$ cat src/rtl/twap_pkg.sv
// ============================================================================
// twap_pkg
// Shared types and constants for the sliding time window mean and peak block.
// ============================================================================
package twap_pkg;

	localparam int unsigned RING_DEPTH_DEF = 64;
	localparam int unsigned CFG_IDX_W      = 8;

	// configuration register indexes
	localparam logic [CFG_IDX_W-1:0] REG_AVG_WIN  = 8'd0;
	localparam logic [CFG_IDX_W-1:0] REG_PEAK_WIN = 8'd1;

	localparam logic [15:0] WIN_RESET = 16'd60;

	typedef struct packed {
		logic signed [31:0] sample_value;
		logic [31:0]        sample_time;
	} sample_t;

	typedef struct packed {
		logic signed [31:0] latest_value;
		logic signed [31:0] average_value;
		logic signed [31:0] peak_value;
		logic [6:0]         entries_held;
		logic               ring_overflow;
	} result_t;

	// controller to datapath commands
	typedef struct packed {
		logic load;      // capture the input sample, drop oldest if full
		logic store;     // write sample into the ring
		logic prune_rd;  // read the entry at the front
		logic prune_pop; // drop the front entry
		logic scan_init; // clear accumulators and scan index
		logic scan_rd;   // read entry at scan index
		logic scan_acc;  // accumulate the entry read last cycle
		logic div_init;  // start the divider
		logic div_step;  // one restoring step
		logic out_load;  // capture the result
	} cmd_t;

	// datapath to controller status
	typedef struct packed {
		logic prune_hit; // front entry older than the prune threshold
		logic empty;     // nothing held
		logic scan_last; // scan index reaches the last held entry
		logic div_last;  // all divider steps done, quotient ready
	} status_t;

endpackage

$ cat src/rtl/twap_ctrl.sv
// ============================================================================
// twap_ctrl
// Sequencer: load, store, prune loop, window scan, divide, present result.
// ============================================================================
module twap_ctrl import twap_pkg::*; (
	input  logic    clk,
	input  logic    arst_n,
	input  logic    in_valid,
	output logic    in_stall,
	output logic    out_valid,
	input  logic    out_stall,
	output cmd_t    cmd,
	input  status_t stat
);

	typedef enum logic [7:0] {
		ST_IDLE  = 8'b0000_0001,
		ST_STORE = 8'b0000_0010,
		ST_PRD   = 8'b0000_0100,
		ST_PCHK  = 8'b0000_1000,
		ST_SCAN  = 8'b0001_0000,
		ST_LAST  = 8'b0010_0000,
		ST_DIV   = 8'b0100_0000,
		ST_DONE  = 8'b1000_0000
	} state_t;

	state_t state_q, state_d;
	logic   out_valid_q;
	logic   out_free;
	logic   scan_prev_q;

	// the output register may be refilled once the old result is taken
	assign out_free = !out_valid_q || !out_stall;
	assign in_stall = state_q != ST_IDLE;
	assign out_valid = out_valid_q;

	always_comb begin
		state_d = state_q;
		cmd     = '0;
		unique case (state_q)
			ST_IDLE: begin
				if (in_valid) begin
					cmd.load = 1'b1;
					state_d  = ST_STORE;
				end
			end
			ST_STORE: begin
				cmd.store = 1'b1;
				state_d   = ST_PRD;
			end
			ST_PRD: begin
				cmd.prune_rd = 1'b1;
				state_d      = ST_PCHK;
			end
			ST_PCHK: begin
				if (stat.prune_hit && !stat.empty) begin
					cmd.prune_pop = 1'b1;
					state_d       = ST_PRD;
				end else begin
					cmd.scan_init = 1'b1;
					state_d       = ST_SCAN;
				end
			end
			ST_SCAN: begin
				cmd.scan_rd  = 1'b1;
				// accumulate the entry read in the previous scan cycle
				cmd.scan_acc = scan_prev_q;
				if (stat.scan_last)
					state_d = ST_LAST;
			end
			ST_LAST: begin
				cmd.scan_acc = 1'b1;
				state_d      = ST_DIV;
			end
			ST_DIV: begin
				cmd.div_init = 1'b1;
				state_d      = ST_DONE;
			end
			ST_DONE: begin
				if (!stat.div_last)
					cmd.div_step = 1'b1;
				else if (out_free) begin
					cmd.out_load = 1'b1;
					state_d      = ST_IDLE;
				end
			end
			default: state_d = ST_IDLE;
		endcase
	end

	always_ff @(posedge clk or negedge arst_n) begin
		if (!arst_n) begin
			state_q     <= ST_IDLE;
			out_valid_q <= 1'b0;
			scan_prev_q <= 1'b0;
		end else begin
			state_q     <= state_d;
			scan_prev_q <= cmd.scan_rd;
			if (cmd.out_load)
				out_valid_q <= 1'b1;
			else if (!out_stall)
				out_valid_q <= 1'b0;
		end
	end

`ifndef NO_ASSERTIONS
	a_state_hot: assert property (@(posedge clk) disable iff (!arst_n)
		$onehot(state_q)) else $error("state not one-hot");
	a_load_idle: assert property (@(posedge clk) disable iff (!arst_n)
		cmd.load |-> state_q == ST_IDLE) else $error("load outside idle");
	a_out_once: assert property (@(posedge clk) disable iff (!arst_n)
		cmd.out_load |=> out_valid_q) else $error("result lost");
`endif

endmodule

$ cat config.mk
export PLATFORM = sky130hd
export DESIGN_NAME = twap_ctrl
export DESIGN_NICKNAME = d
export VERILOG_FILES = /design/src/rtl/twap_pkg.sv /design/src/rtl/twap_ctrl.sv
export SDC_FILE = /design/constraint.sdc
export NUM_CORES = 1
export LEC_CHECK = 0
export BUFFER_PORTS_ARGS = -buffer_cell sky130_fd_sc_hd__buf_2
export CORE_AREA = 2 2 39 41
export CTS_CLUSTER_SIZE = 24
export DETAILED_ROUTE_END_ITERATION = 10
export DIE_AREA = 0 0 41 43
export GPL_ROUTABILITY_DRIVEN = 0
export GPL_TIMING_DRIVEN = 0
export PLACE_DENSITY = 0.69
export REMOVE_ABC_BUFFERS = 1
export SLEW_MARGIN = 20
export SYNTH_ARGS = -nofsm -noshare
export SYNTH_HDL_FRONTEND = slang
export SYNTH_SLANG_ARGS = --single-unit
$ cat constraint.sdc
create_clock -name clk -period 3.1 [get_ports clk]
set_input_delay 0.465 -clock clk [delete_from_list [all_inputs] [get_ports clk]]
set_output_delay 0.465 -clock clk [all_outputs]
set_load 0.01 [all_outputs]
==> results of run 1 <==
## worst max-delay path by stage
stage / startpoint / to / cells past startpoint
after detailed placement: state_q[7] / cmd[3] / 5
after floorplan: state_q[7] / cmd[3] / 4
after global routing: state_q[4] / cmd[9] / 5
after global placement: state_q[7] / cmd[3] / 5
after CTS: state_q[7] / cmd[3] / 5
final: state_q[7] / cmd[3] / 5
## area by class of cell
class	count	area [um2]	share of cell area (%)
timing repair buffer	19	95.1	13.5
multi-input combinational	38	284	40.5
inverter	4	15.0	2.14
clock buffer	4	36.3	5.17
sequential	10	251	35.8
tap	16	20.0	2.85
## state kept, by name, indices dropped and copies added (netlist names)
signal       count
scan_prev_q      1
state_q          8
out_valid        1
## synth_stat cells, drive strengths merged
| cell | n |
|---|---|
| dfrtp | 9 |
| nor3b | 6 |
| nor2 | 5 |
| inv | 4 |
| a21o | 2 |
| a21oi | 2 |
| and2b | 2 |
| and3 | 2 |
| nand2 | 2 |
| nand2b | 2 |
| nor2b | 2 |
| nor4b | 2 |
| a211oi | 1 |
| a22o | 1 |
| a311oi | 1 |
| and2 | 1 |
| buf | 1 |
| dfstp | 1 |
| nand3b | 1 |
| nor4 | 1 |
| o32ai | 1 |
| or2 | 1 |
| or4 | 1 |
| xnor2 | 1 |
| xor2 | 1 |
## power by group through the flow
stage	clock (mW)	sequential (mW)	combinational, mW
after CTS	0.120	0.176	0.186
after detailed placement	0	0.179	0.184
after global placement	0	0.177	0.180
after floorplan	0	0.172	0.139
final	0.118	0.177	0.184
after global routing	0.126	0.180	0.206
## kinds of logic after synthesis
family / share of synthesized area [%]
AOI/OAI and AO/OA: 10.5
xor gates and xnor gates: 3.14
buffers and inverters: 4.04
DFF: 45.1
and+or+nand+nor: 37.2
## metal layers
layer	share of wire [%]	vias to the layer above	GRT usage, %	wire (um)
met3	4.3	4	3.14	46
met2	50	11	20.3	535
met1	43	223	18.2	467
met5	0	-	0	0
li1	-	235	-	-
met4	2.7	0	12.0	29
## critical path, stage by stage, from the launching register on
cell,delay [ps]
dfrtp_1,440
or4_4,580
nand2b_4,180
nor3b_4,250
a21o_1,150
buf_2,120
==> flow_summary.yaml, run 1 <==
yosys:
  ys_warn_count: 0
  ys_types: 28
  synth_top_area_share_pct: 40.4
  syn_avg_cell_area_um2: 10.5
  synthCells: 53
  ys_ff_latch: 10
  synthTopCellsByArea: "dfrtp_1 40%, dfstp_2 4.7%, nor3b_2 4.5%, nor3b_1 4.0%, nor2_1 3.4%"
  seq_area_frac_synth_pct: 45.1
  yosys.area.top_type: "dfrtp_1"
  synth_area_um2: 558
power_and_ir_drop:
  p_leak_nw: 0.393
  p_per_area_nw_per_um2: 681
  p_seq_share_pct: 36.9
  pwr-share-clk_pct: 24.7
  p_switching_mw: 0.164
  internal-power_mw: 0.314
  combPwrFrac_pct: 38.4
  swShare_pct: 34.4
  p_total_mw: 0.478
  vdd_drop_max_uv: 269
grt:
  overflow: 0
  grt_antenna_before_repair: 0
  grt_pass1_wl_mm: 1.69
  grt_pass1_vias: 410
  grt_util_all_layers_pct: 14.6
  grt_max_degree: 11
clocking:
  htree_levels: 1
  clock_path_buffers: 2
  clk_latency_ps: 270
  hold_buffers: 0
  cts_resized: 0
  cts_buffers: 3
  cts_setup_buffers: 0
  clk_pin_slew_ps: 70
  cts_tree: "built"
  root_buffer: "clkbuf_4"
  cts.sinks: 10
routing:
  detail_route.wl_per_cell_um: 11.8
  dr.pass1.iters: 2
  vias: 473
  routed_via_density: 5.20
  ant_nets: 0
  drtIter0Drc: 5
  drc: 0
  drt_wl_total_mm: 1.08
floorplanning:
  dieArea_um2: 1760
  initial_utilization_pct: 40.3
  core_um2: 1380
  fp.dieW_um: 41
  die_h_um: 43
  ios: 20
  rows: 14
setup_path:
  crit_path_max_fanout: 6
  r2r_setup_slack_ps: 1420
  reg2reg_from: "state_q[7]"
  worstSetupPathType: "reg2out"
  worstPathArrival_ps: 1980
  worstReg2RegEnd: "state_q[5]"
  worst_setup_path_start_kind: "flop"
  end_kind: "output pin"
  required_ps: 2630
  r2r_cells: 4
finish:
  drive_above_1_share_pct: 40.0
  postLayoutCellArea_um2: 702
  final_common_cell: "buf_2"
  fin_cells: 91
  nFillCells: 133
  area_delta_synth_final_pct: 25.8
  n_antenna_cell: 0
  layout_common_cells: "19 x buf_2, 9 x dfrtp_1, 5 x nor2_1"
  fin_nets: 84
  final_util_pct: 50.7
sta:
  slew_viol_final: 0
  hold_viol: 0
  fin_tns_setup_ps: 0
  max_freq_mhz: 409
  timing.final.crit_share_pct: 78.8
  setup_slack_ps: 656
  min_period_ps: 2440
  setup_viol: 0
  skew_ps: 7.05
  max_slew_margin_pct: 69.3
  tightest_slew_ps: 454
  rsz0062_at_grt: "false"
  finalHoldWorstSlack_ps: 44.3
place:
  place_hpwl_um: 830
  dp_slack_ps: 933
  portBuffers: 19
  dp_cells: 87
  place_area_um2: 666
run_status:
  status: "finished clean"
job:
  drv_cap: 0
worst_hold_path:
  min-delay-path-class: "in2async"
No activity file was read; power rests on OpenSTA's default activity.
==> run 2: changes to the inputs <==
- clock period: 3.1 -> 2.4 ns (I/O delays scaled with it)
==> run 2 against run 1 <==
- combinational power grew 31%
- first-iteration DRC count is 120% higher
- sequential share of layout area shrank 1.1 points
- cell count rose by 2.2%
- global-route usage unchanged
- clock power is 28% higher
- clock skew about the same
- wire length is 2.3% higher
- critical path type unchanged
- critical endpoint unchanged
- largest power group unchanged
==> flow_summary.yaml, run 2 (synthesized netlist as in run 1, its figures left out) <==
run_status:
  status: "finished clean"
routing:
  drc: 0
  routed_via_density: 5.04
  ant_nets: 0
  dr.pass1.iters: 4
  drtIter0Drc: 11
  detail_route.wl_per_cell_um: 11.9
  vias: 469
  drt_wl_total_mm: 1.10
place:
  portBuffers: 19
  dp_cells: 87
  place_hpwl_um: 830
sta:
  slew_viol_final: 0
  skew_ps: 7.32
  timing.final.crit_share_pct: 96.2
  setup_viol: 0
  fin_tns_setup_ps: 0
  max_slew_margin_pct: 69.2
  tightest_slew_ps: 455
  rsz0062_at_grt: "false"
  max_freq_mhz: 433
  min_period_ps: 2310
  hold_viol: 0
finish:
  final_util_pct: 52.4
  drive_above_1_share_pct: 41.6
  fin_cells: 93
  top_register: "state_q"
  largest_reg_flops: 8
  area_delta_synth_final_pct: 29.8
  n_antenna_cell: 0
  fin_nets: 86
  final_common_cell: "buf_2"
  layout_common_cells: "19 x buf_2, 9 x dfrtp_1, 5 x nor2_1"
  nFillCells: 131
power_and_ir_drop:
  p_leak_nw: 0.406
  vdd_drop_max_uv: 352
  p_per_area_nw_per_um2: 856
floorplanning:
  fp.dieW_um: 41
  rows: 14
  initial_utilization_pct: 40.3
  core_um2: 1380
  ios: 20
  die_h_um: 43
  dieArea_um2: 1760
clocking:
  cts.sinks: 10
  cts_buffers: 3
  clk_pin_slew_ps: 70
  htree_levels: 1
  cts_tree: "built"
  clk_latency_ps: 260
  clock_path_buffers: 2
  root_buffer: "clkbuf_4"
setup_path:
  required_ps: 2040
  worstPathArrival_ps: 1950
  crit_path_max_fanout: 6
  worstSetupPathType: "reg2out"
  end_kind: "output pin"
  worst_setup_path_start_kind: "flop"
job:
  drv_cap: 0
grt:
  grt_pass1_wl_mm: 1.69
  grt_antenna_before_repair: 0
  grt_pass1_vias: 410
  grt_max_degree: 11
  overflow: 0
  grt_util_all_layers_pct: 14.6
worst_hold_path:
  min-delay-path-class: "in2reg"
-- run 2: cell types whose count changed in the layout (fill, tap and decap cells not counted) --
cell,delta
nor3b_1,-1
buf_4,+1
dlygate4sd3_1,+1
nor3b_2,+1
-- run 2: timing repair --
item	in CTS	in global routing
hold buffers	1	0
setup buffers	0	1
resized for setup	0	1
hold endpoints to repair	9	0
setup endpoints to repair	0	4
-- run 2: cell type report --
| cell class | instances | area [um2] | area share [%] |
|---|---|---|---|
| inverters | 4 | 15.0 | 2.07 |
| repair buffers | 21 | 113 | 15.5 |
| flip-flops and latches | 10 | 251 | 34.7 |
| well taps | 16 | 20.0 | 2.76 |
| clock buffers | 4 | 36.3 | 5.01 |
| multi-input cells | 38 | 289 | 39.9 |
-- run 2: metrics by stage --
step | area (um2) | setup slack, ps | hold slack [ps] | power (mW)
detailed placement | 666 | 338 | 235 | 0.468
CTS | 712 | 43.3 | 330 | 0.623
finish | 724 | 90.6 | 333 | 0.620
floorplan | 551 | 444 | 64.4 | 0.402
global route | 724 | 4.31 | 335 | 0.667
global placement | 666 | 376 | 231 | 0.461
-- run 2: final timing paths --
check	from	to	slack [ps]	cells past startpoint
max	state_q[7]	cmd[3]	90	5
min	stat[1]	state_q[5]	330	2
max reg2reg	state_q[7]	state_q[5]	630	5
min reg2reg	state_q[0]	state_q[0]	520	2
max in group asynchronous	arst_n	state_q[0]	1660	2
min in group asynchronous	arst_n	out_valid	480	2
-- run 2: routing by layer --
| metal | global-route usage (%) | wire length, um | vias up | share of wire, % |
|---|---|---|---|---|
| li1 | - | - | 234 | - |
| met1 | 18.2 | 488 | 223 | 44 |
| met2 | 20.3 | 548 | 10 | 50 |
| met3 | 3.14 | 45 | 2 | 4.1 |
| met4 | 12.0 | 21 | 0 | 1.9 |
| met5 | 0 | 0 | - | 0 |
-- run 2: power by group --
part / internal, mW / switching (mW) / total [mW]
clock: 0.0920 / 0.0587 / 0.151
combinational: 0.117 / 0.125 / 0.241
sequential: 0.200 / 0.0283 / 0.228
-- run 2: worst max-delay path, cell delays in order, from the launching register on --
cell and delay [ps]:
dfrtp_1 450, or4_4 590, nand2b_4 180, nor3b_4 220, a21o_1 140, buf_2 120
