## config.mk

```make
export PLATFORM = sky130hd
export DESIGN_NAME = twap_datapath
export DESIGN_NICKNAME = d
export VERILOG_FILES = /design/src/rtl/twap_pkg.sv /design/src/rtl/twap_datapath.sv
export SDC_FILE = /design/constraint.sdc
export NUM_CORES = 2
export LEC_CHECK = 0
export BUFFER_PORTS_ARGS = -buffer_cell sky130_fd_sc_hd__buf_2
export CAP_MARGIN = 20
export CORE_UTILIZATION = 68
export CTS_CLUSTER_DIAMETER = 30
export CTS_CLUSTER_SIZE = 25
export DETAILED_ROUTE_END_ITERATION = 8
export MAX_ROUTING_LAYER = met4
export PLACE_DENSITY = 0.95
export RECOVER_POWER = 50
export SYNTH_ARGS = -nofsm -noshare
export SYNTH_HDL_FRONTEND = slang
export SYNTH_SLANG_ARGS = --single-unit
```

## constraint.sdc

```tcl
create_clock -name clk -period 12.7 [get_ports clk]
set_input_delay 3.81 -clock clk [delete_from_list [all_inputs] [get_ports clk]]
set_output_delay 3.81 -clock clk [all_outputs]
set_load 0.03 [all_outputs]
```

## src/rtl/twap_pkg.sv

```systemverilog
// ============================================================================
// twap_pkg
// Shared types and constants for the sliding time window mean and peak block.
// ============================================================================
package twap_pkg;

	localparam int unsigned RING_DEPTH_DEF = 64;
	localparam int unsigned CFG_IDX_W      = 8;

	// configuration register indexes
	localparam logic [CFG_IDX_W-1:0] REG_AVG_WIN  = 8'd0;
	localparam logic [CFG_IDX_W-1:0] REG_PEAK_WIN = 8'd1;

	localparam logic [15:0] WIN_RESET = 16'd60;

	typedef struct packed {
		logic signed [31:0] sample_value;
		logic [31:0]        sample_time;
	} sample_t;

	typedef struct packed {
		logic signed [31:0] latest_value;
		logic signed [31:0] average_value;
		logic signed [31:0] peak_value;
		logic [6:0]         entries_held;
		logic               ring_overflow;
	} result_t;

	// controller to datapath commands
	typedef struct packed {
		logic load;      // capture the input sample, drop oldest if full
		logic store;     // write sample into the ring
		logic prune_rd;  // read the entry at the front
		logic prune_pop; // drop the front entry
		logic scan_init; // clear accumulators and scan index
		logic scan_rd;   // read entry at scan index
		logic scan_acc;  // accumulate the entry read last cycle
		logic div_init;  // start the divider
		logic div_step;  // one restoring step
		logic out_load;  // capture the result
	} cmd_t;

	// datapath to controller status
	typedef struct packed {
		logic prune_hit; // front entry older than the prune threshold
		logic empty;     // nothing held
		logic scan_last; // scan index reaches the last held entry
		logic div_last;  // all divider steps done, quotient ready
	} status_t;

endpackage

```

## src/rtl/twap_datapath.sv

```systemverilog
// ============================================================================
// twap_datapath
// Ring memory, pruning, window scan with sum and maximum, serial divider.
// ============================================================================
module twap_datapath import twap_pkg::*; #(
	parameter int unsigned RING_DEPTH = RING_DEPTH_DEF
) (
	input  logic        clk,
	input  logic        arst_n,
	input  cmd_t        cmd,
	output status_t     stat,
	input  sample_t     sample,
	input  logic [15:0] avg_win_q,
	input  logic [15:0] peak_win_q,
	output result_t     result
);

	localparam int unsigned AW = (RING_DEPTH > 1) ? $clog2(RING_DEPTH) : 1;
	localparam int unsigned CW = $clog2(RING_DEPTH + 1);
	localparam int unsigned SW = 32 + CW;
	localparam logic [CW-1:0] DEPTH_C = CW'(RING_DEPTH);

	logic [31:0] mem_val [RING_DEPTH];
	logic [31:0] mem_time [RING_DEPTH];
	logic [31:0] rd_val_q, rd_time_q;

	logic [AW-1:0] oldest_q;
	logic [CW-1:0] held_q;
	logic [CW-1:0] idx_q;
	logic          ovf_q;
	logic signed [31:0] v_q;
	logic [31:0]   t_q;
	logic signed [33:0] prune_from_q, avg_from_q, peak_from_q;
	logic signed [SW-1:0] sum_q;
	logic [CW-1:0] cnt_q;
	logic signed [31:0] peak_q;
	logic [SW-1:0] quo_q, rem_q;
	logic          neg_q;
	logic [$clog2(SW+1)-1:0] step_q;
	result_t       res_q;

	// slot arithmetic modulo the ring depth
	function automatic logic [AW-1:0] slot_add(logic [AW-1:0] s, logic [CW-1:0] n);
		logic [CW:0] r;
		r = (CW+1)'(s) + (CW+1)'(n);
		if (r >= (CW+1)'(RING_DEPTH))
			r = r - (CW+1)'(RING_DEPTH);
		return r[AW-1:0];
	endfunction

	logic [15:0] win_max;
	assign win_max = (avg_win_q > peak_win_q) ? avg_win_q : peak_win_q;

	logic [AW-1:0] rd_addr;
	always_comb begin
		rd_addr = oldest_q;
		if (cmd.scan_rd)
			rd_addr = slot_add(oldest_q, idx_q);
	end

	// memory: one write port, one registered read port
	always_ff @(posedge clk) begin
		if (cmd.store) begin
			mem_val[slot_add(oldest_q, held_q)]  <= v_q;
			mem_time[slot_add(oldest_q, held_q)] <= t_q;
		end
		if (cmd.prune_rd || cmd.scan_rd) begin
			rd_val_q  <= mem_val[rd_addr];
			rd_time_q <= mem_time[rd_addr];
		end
	end

	logic signed [33:0] rd_t_s;
	assign rd_t_s = $signed({2'b00, rd_time_q});

	assign stat.prune_hit = rd_t_s < prune_from_q;
	assign stat.empty     = held_q == '0;
	assign stat.scan_last = idx_q == held_q - CW'(1);
	assign stat.div_last  = step_q == ($clog2(SW+1))'(SW);

	// divider magnitudes
	logic [SW-1:0] sum_mag, cnt_ext;
	logic [SW:0]   trial;
	assign sum_mag = sum_q[SW-1] ? SW'(-sum_q) : SW'(sum_q);
	assign cnt_ext = SW'(cnt_q);
	assign trial   = {rem_q, quo_q[SW-1]} - {1'b0, cnt_ext};

	// control state of the ring
	always_ff @(posedge clk or negedge arst_n) begin
		if (!arst_n) begin
			oldest_q <= '0;
			held_q   <= '0;
		end else begin
			if (cmd.load && held_q == DEPTH_C) begin
				oldest_q <= slot_add(oldest_q, CW'(1));
				held_q   <= held_q - CW'(1);
			end
			if (cmd.store)
				held_q <= held_q + CW'(1);
			if (cmd.prune_pop) begin
				oldest_q <= slot_add(oldest_q, CW'(1));
				held_q   <= held_q - CW'(1);
			end
		end
	end

	// sample capture, scan accumulators, divider
	always_ff @(posedge clk) begin
		if (cmd.load) begin
			v_q   <= sample.sample_value;
			t_q   <= sample.sample_time;
			ovf_q <= held_q == DEPTH_C;
			prune_from_q <= $signed({2'b00, sample.sample_time}) -
				$signed({2'b00, win_max, 8'h00});
			avg_from_q   <= $signed({2'b00, sample.sample_time}) -
				$signed({2'b00, avg_win_q, 8'h00});
			peak_from_q  <= $signed({2'b00, sample.sample_time}) -
				$signed({2'b00, peak_win_q, 8'h00});
		end
		if (cmd.scan_init) begin
			idx_q  <= '0;
			sum_q  <= '0;
			cnt_q  <= '0;
			peak_q <= v_q;
		end
		if (cmd.scan_rd)
			idx_q <= idx_q + CW'(1);
		if (cmd.scan_acc) begin
			if (rd_t_s >= avg_from_q) begin
				sum_q <= sum_q + SW'($signed(rd_val_q));
				cnt_q <= cnt_q + CW'(1);
			end
			if (rd_t_s >= peak_from_q && $signed(rd_val_q) > peak_q)
				peak_q <= $signed(rd_val_q);
		end
		if (cmd.div_init) begin
			quo_q  <= sum_mag;
			rem_q  <= '0;
			neg_q  <= sum_q[SW-1];
			step_q <= '0;
		end
		if (cmd.div_step) begin
			step_q <= step_q + 1'b1;
			if (!trial[SW]) begin
				rem_q <= trial[SW-1:0];
				quo_q <= {quo_q[SW-2:0], 1'b1};
			end else begin
				rem_q <= {rem_q[SW-2:0], quo_q[SW-1]};
				quo_q <= {quo_q[SW-2:0], 1'b0};
			end
		end
		if (cmd.out_load) begin
			res_q.latest_value  <= v_q;
			res_q.average_value <= neg_q ? 32'(-quo_q) : quo_q[31:0];
			res_q.peak_value    <= peak_q;
			res_q.entries_held  <= 7'(held_q);
			res_q.ring_overflow <= ovf_q;
		end
	end

	assign result = res_q;

`ifndef NO_ASSERTIONS
	a_held_bound: assert property (@(posedge clk) disable iff (!arst_n)
		held_q <= DEPTH_C) else $error("held count above ring depth");
	a_store_room: assert property (@(posedge clk) disable iff (!arst_n)
		cmd.store |-> held_q < DEPTH_C) else $error("store into full ring");
	a_pop_nonempty: assert property (@(posedge clk) disable iff (!arst_n)
		cmd.prune_pop |-> held_q != '0) else $error("pop from empty ring");
`endif

endmodule

```

==> metrics.txt, run 1 <==
outcome stopped before the end; Failed at 5_1_grt; stop err [ERROR GRT-0232] Routing congestion too high. Check the congestion heatmap in the GUI.; Mapped Nets around 9500; Die Span Y between 500 and 600 µm; H-Tree Level Count 6; Synth warnings 0; Yosys reg bits 4587; IO buf count about 220; setup repair bufs after CTS 0; top post-synthesis cells by area edfxtp_1 73%, mux4_2 13%, ha_1 1.6%; grt ovf ~170; count of cell types in the netlist 77; CTS Buf Count 634; Avg Inst Size Synth between 20 and 25 µm²; largest net degree at the start of global routing ~150; async set-reset flop share out of synthesis 0.283%; DP Wirelength approximately 340000 µm; CTS root buffer clkbuf_16; Post-synth EDFFs ~4500; top-count cell post-synth edfxtp_1; Yosys top cell by area edfxtp_1; area of the mapped netlist about 180000 µm²; deepest clock path buffer count 4; post-synthesis sequential area ratio between 70 and 80%; cts repair resizes 0; Synth top area share ~73%; Mapped Cells 9155; Post-CTS Hold Buffers 0; Rows 190; GRT Total Usage between 70% and 80%; Clock Sinks ~4600; RePlAce Congestion just under 0.9; Die X approximately 520 µm; most common library cells after synthesis 4496 x edfxtp_1, 1088 x mux4_2, 374 x a21oi_1; Main synth FF type edfxtp_1; Initial Util between 60% and 70%; number of top-level pins ~220
[metal layers]
layer | overflow | global-route usage [%]
met1 | 19 | 68.6
met2 | 84 | 86.1
met3 | 9 | 58.7
met4 | 60 | 64.8
met5 | - | -
[stage by stage]
stage | utilization (%) | hold WS, ns | instances | cell area, µm² | setup WS (ns)
after CTS | 79.1 | 0.424 | 13900 | 213000 | 3.27
after detailed placement | 71.0 | 0.417 | 12700 | 191000 | 3.20
after global placement | 71.0 | 0.415 | 12700 | 191000 | 3.16
after floorplan | - | 0.400 | 9155 | 184000 | 4.40
[cell families after synthesis]
family / count (synthesis) / synth area share [%]
and+or+nand+nor: 975 / 2.79
xor gates and xnor gates: 226 / 1.08
DFF: 4587 / 74.4
muxes: 1410 / 15.1
buffers and inverters: 652 / 1.34
AOI/OAI and AO/OA: 1058 / 3.61
adders and majority gates: 247 / 1.71
==> run 2, diff against run 1 <==
--- a/config.mk
+++ b/config.mk
@@ -7,12 +7,9 @@
 export LEC_CHECK = 0
 export BUFFER_PORTS_ARGS = -buffer_cell sky130_fd_sc_hd__buf_2
 export CAP_MARGIN = 20
-export CORE_UTILIZATION = 68
-export CTS_CLUSTER_DIAMETER = 30
-export CTS_CLUSTER_SIZE = 25
+export CORE_UTILIZATION = 40
 export DETAILED_ROUTE_END_ITERATION = 8
-export MAX_ROUTING_LAYER = met4
-export PLACE_DENSITY = 0.95
+export PLACE_DENSITY_LB_ADDON = 0.15
 export RECOVER_POWER = 50
 export SYNTH_ARGS = -nofsm -noshare
 export SYNTH_HDL_FRONTEND = slang
==> run 2 against run 1 <==
Against the previous run:
- the flow now finishes, with violations (capacitance limit, slew limit)
- synthesized area unchanged
- synthesized cell count unchanged
==> metrics.txt, run 2 <==
outcome finished with violations (was stopped before the end); failing checks capacitance limit, slew limit; Die Span Y 680 µm (was 522 µm); Vias per Instance around 5.7; xor/xnor share of the synthesized area 1.08% (unchanged); worst-case reg-to-reg path depth 12; top-count cell post-synth edfxtp_1 (unchanged); WP data required a little under 9 ns; async set-reset flop share out of synthesis 0.283% (unchanged); Post-CTS Hold Buffers 0 (unchanged); H-Tree Level Count 5 (was 6); worst IR drop on VDD 0.291 mV; IO buf count 215 (unchanged); CTS clk-pin slew, worst paths ~0.060 ns; DP Wirelength 279000 µm (was 339000 µm); min Tclk post-route around 11 ns; CTS Buf Count 473 (was 634); DRC viols 0; total wire length roughly 520000 µm; Sequential Area approximately 140000 µm²; hold crit path type flop to flop; Mapped Nets 9510 (unchanged); utilization after layout 45.8%; deepest clock path buffer count 4 (unchanged); Clock Sinks 4587 (unchanged); Final Hold Viols 0; total die area 463000 µm²; commonest non-fill, non-tap cells in the layout 4496 x edfxtp_1, 1088 x mux4_2, 480 x clkbuf_16; commonest non-fill, non-tap cell in the layout edfxtp_1; synthesis-to-layout area growth 13.7%; period utilisation layout a little under nine tenths; critical path class flop to output port; RePlAce Congestion 0.792 (was 0.876); largest net degree at the start of global routing around 120; most common library cells after synthesis 4496 x edfxtp_1, 1088 x mux4_2, 374 x a21oi_1 (unchanged); FF-to-FF setup slack roughly 6 ns; leakage roughly 0.067 µW; first drt pass iteration count 6; setup repair bufs after CTS 0 (unchanged); DRT iter0 DRCs ~9500; Final nets approximately 10000; worst-margin pin slew a little under 4 ns; Synth top area share 73.4% (unchanged); CTS root buffer clkbuf_16 (unchanged); Main synth FF type edfxtp_1 (unchanged); Data arrival, critical path approximately 7 ns; CTS tree built; Worst Path Max Fanout 65; final setup vio count 0; Core ar. approximately 460000 µm²; PD cells roughly 250 nW/µm²; max_slew headroom -164%; CP startpoint kind flop; CP Capture Type output port; Rows 248 (was 190); RSZ-0062 raised after global routing no; top post-synthesis cells by area edfxtp_1 73%, mux4_2 13%, ha_1 1.6% (unchanged); Yosys reg bits 4587 (unchanged); placed cell count 15300 (was 12700); count of cell types in the netlist 77 (unchanged); first-pass GRT wire length between 700000 and 800000 µm; area of the mapped netlist 184000 µm² (unchanged); final slew viol count ~4400; cts repair resizes 0 (unchanged); Hold WS slightly above 0.4 ns; layout cells sized above 1 a little under a quarter; Synth Area in Adders 1.71% (unchanged); final std cells w/o fill approximately 16000; Hold Path Cell Cnt 0; initial antenna violation count 19; Mapped Cells 9155 (unchanged); Max Freq between 90 and 100 MHz; vias in the first global route 95100; Area after DPL 195000 µm² (was 191000 µm²); Skew-Pair Late Insertion Delay around 1.0 ns; Synth Area in Simple Gates 2.79% (unchanged); grt ovf 0; Post-synth EDFFs 4496 (unchanged); Synth Area in Compound Gates 3.61% (unchanged); largest family of logic cells by synthesized area multiplexers (unchanged); post-synthesis sequential area ratio 74.4% (unchanged); Yosys top cell by area edfxtp_1 (unchanged); Avg Inst Size Synth 20.1 µm² (unchanged); vias between 90000 and 100k; Routed Antenna Nets 0; Fill cells about 38000; GRT Total Usage approximately 22%; post-route cell area between 200000 and 250000 µm²; Initial Util 40.3% (was 68.5%); setup_tns 0 ns; Synth warnings 0 (unchanged); Max-Cap Viols 72; multi-input logic area 45200 µm²; Die X 680 µm (was 522 µm); number of top-level pins 216 (unchanged); Setup Skew 0.0593 ns; mux share of post-synthesis cell area 15.1% (unchanged); routed len/inst 32.2 µm
-- run 2: cell counts after synthesis --
Identical to the previous run, type by type.
-- run 2: metal layers --
layer / routed length (µm) / global-route usage, % / up-vias
li1: - / - / 38800
met3: 29200 / 2.91 / 683
met1: 213000 / 29.7 / 50500
met2: 266000 / 39.0 / 2917
met4: 13600 / 5.35 / 2
met5: 7 / 0 / -
-- run 2: critical path, stage by stage (launching register included) --
cell,delay [ns]
edfxtp_1,0.33
clkbuf_1,1.85
inv_1,0.14
ha_1,0.40
nand4_1,0.65
nor2_1,1.08
o31a_1,0.20
o21a_1,0.11
o21a_1,0.43
o211ai_1,0.16
nand4b_1,0.28
a21oi_1,0.15
buf_2,0.20
-- run 2: layout make-up --
cell class,instances,share of cell area [%]
multi-input combinational,3916,21.6
timing repair buffer,503,1.72
clock inverter,339,1.40
sequential,4587,65.4
clock buffer,546,5.86
antenna,2,0.00239
inverter,198,0.355
tap,6125,3.66
-- run 2: kinds of logic (layout without fill, tap and decap cells) --
group | count (synthesis) | count (layout)
XOR/XNOR | 226 | 226
flip-flops | 4587 | 4587
buffers and inverters | 652 | 1586
other | 0 | 2
AO/OA/AOI/OAI | 1058 | 1058
multiplexers | 1410 | 1410
adder cells (fa/ha/maj) | 247 | 247
AND/OR/NAND/NOR | 975 | 975
-- run 2: through the flow --
step	power (µW)	worst slack, ns
finish	51500	1.88
global route	53800	1.67
CTS	52100	3.24
detailed placement	38400	3.15
global placement	38200	3.07
floorplan	32000	4.40
-- run 2: power breakdown --
group / leakage [µW] / total, µW / internal, µW / switching (µW)
registers: 0.0417 / 19900 / 19000 / 869
clock network: 0.00744 / 13700 / 7780 / 5930
logic: 0.0182 / 17900 / 7370 / 10500
total: 0.0673 / 51500 / 34200 / 17300
-- run 2: final timing paths --
kind,from,endpoint
min reg2reg,peak_q[17],result[25]
max,t_q[2],stat[3]
max in group asynchronous,arst_n,held_q[4]
min in group asynchronous,arst_n,held_q[6]
min,peak_q[17],result[25]
max reg2reg,t_q[2],peak_q[17]
Note: power is estimated with default switching activity, not from simulation.
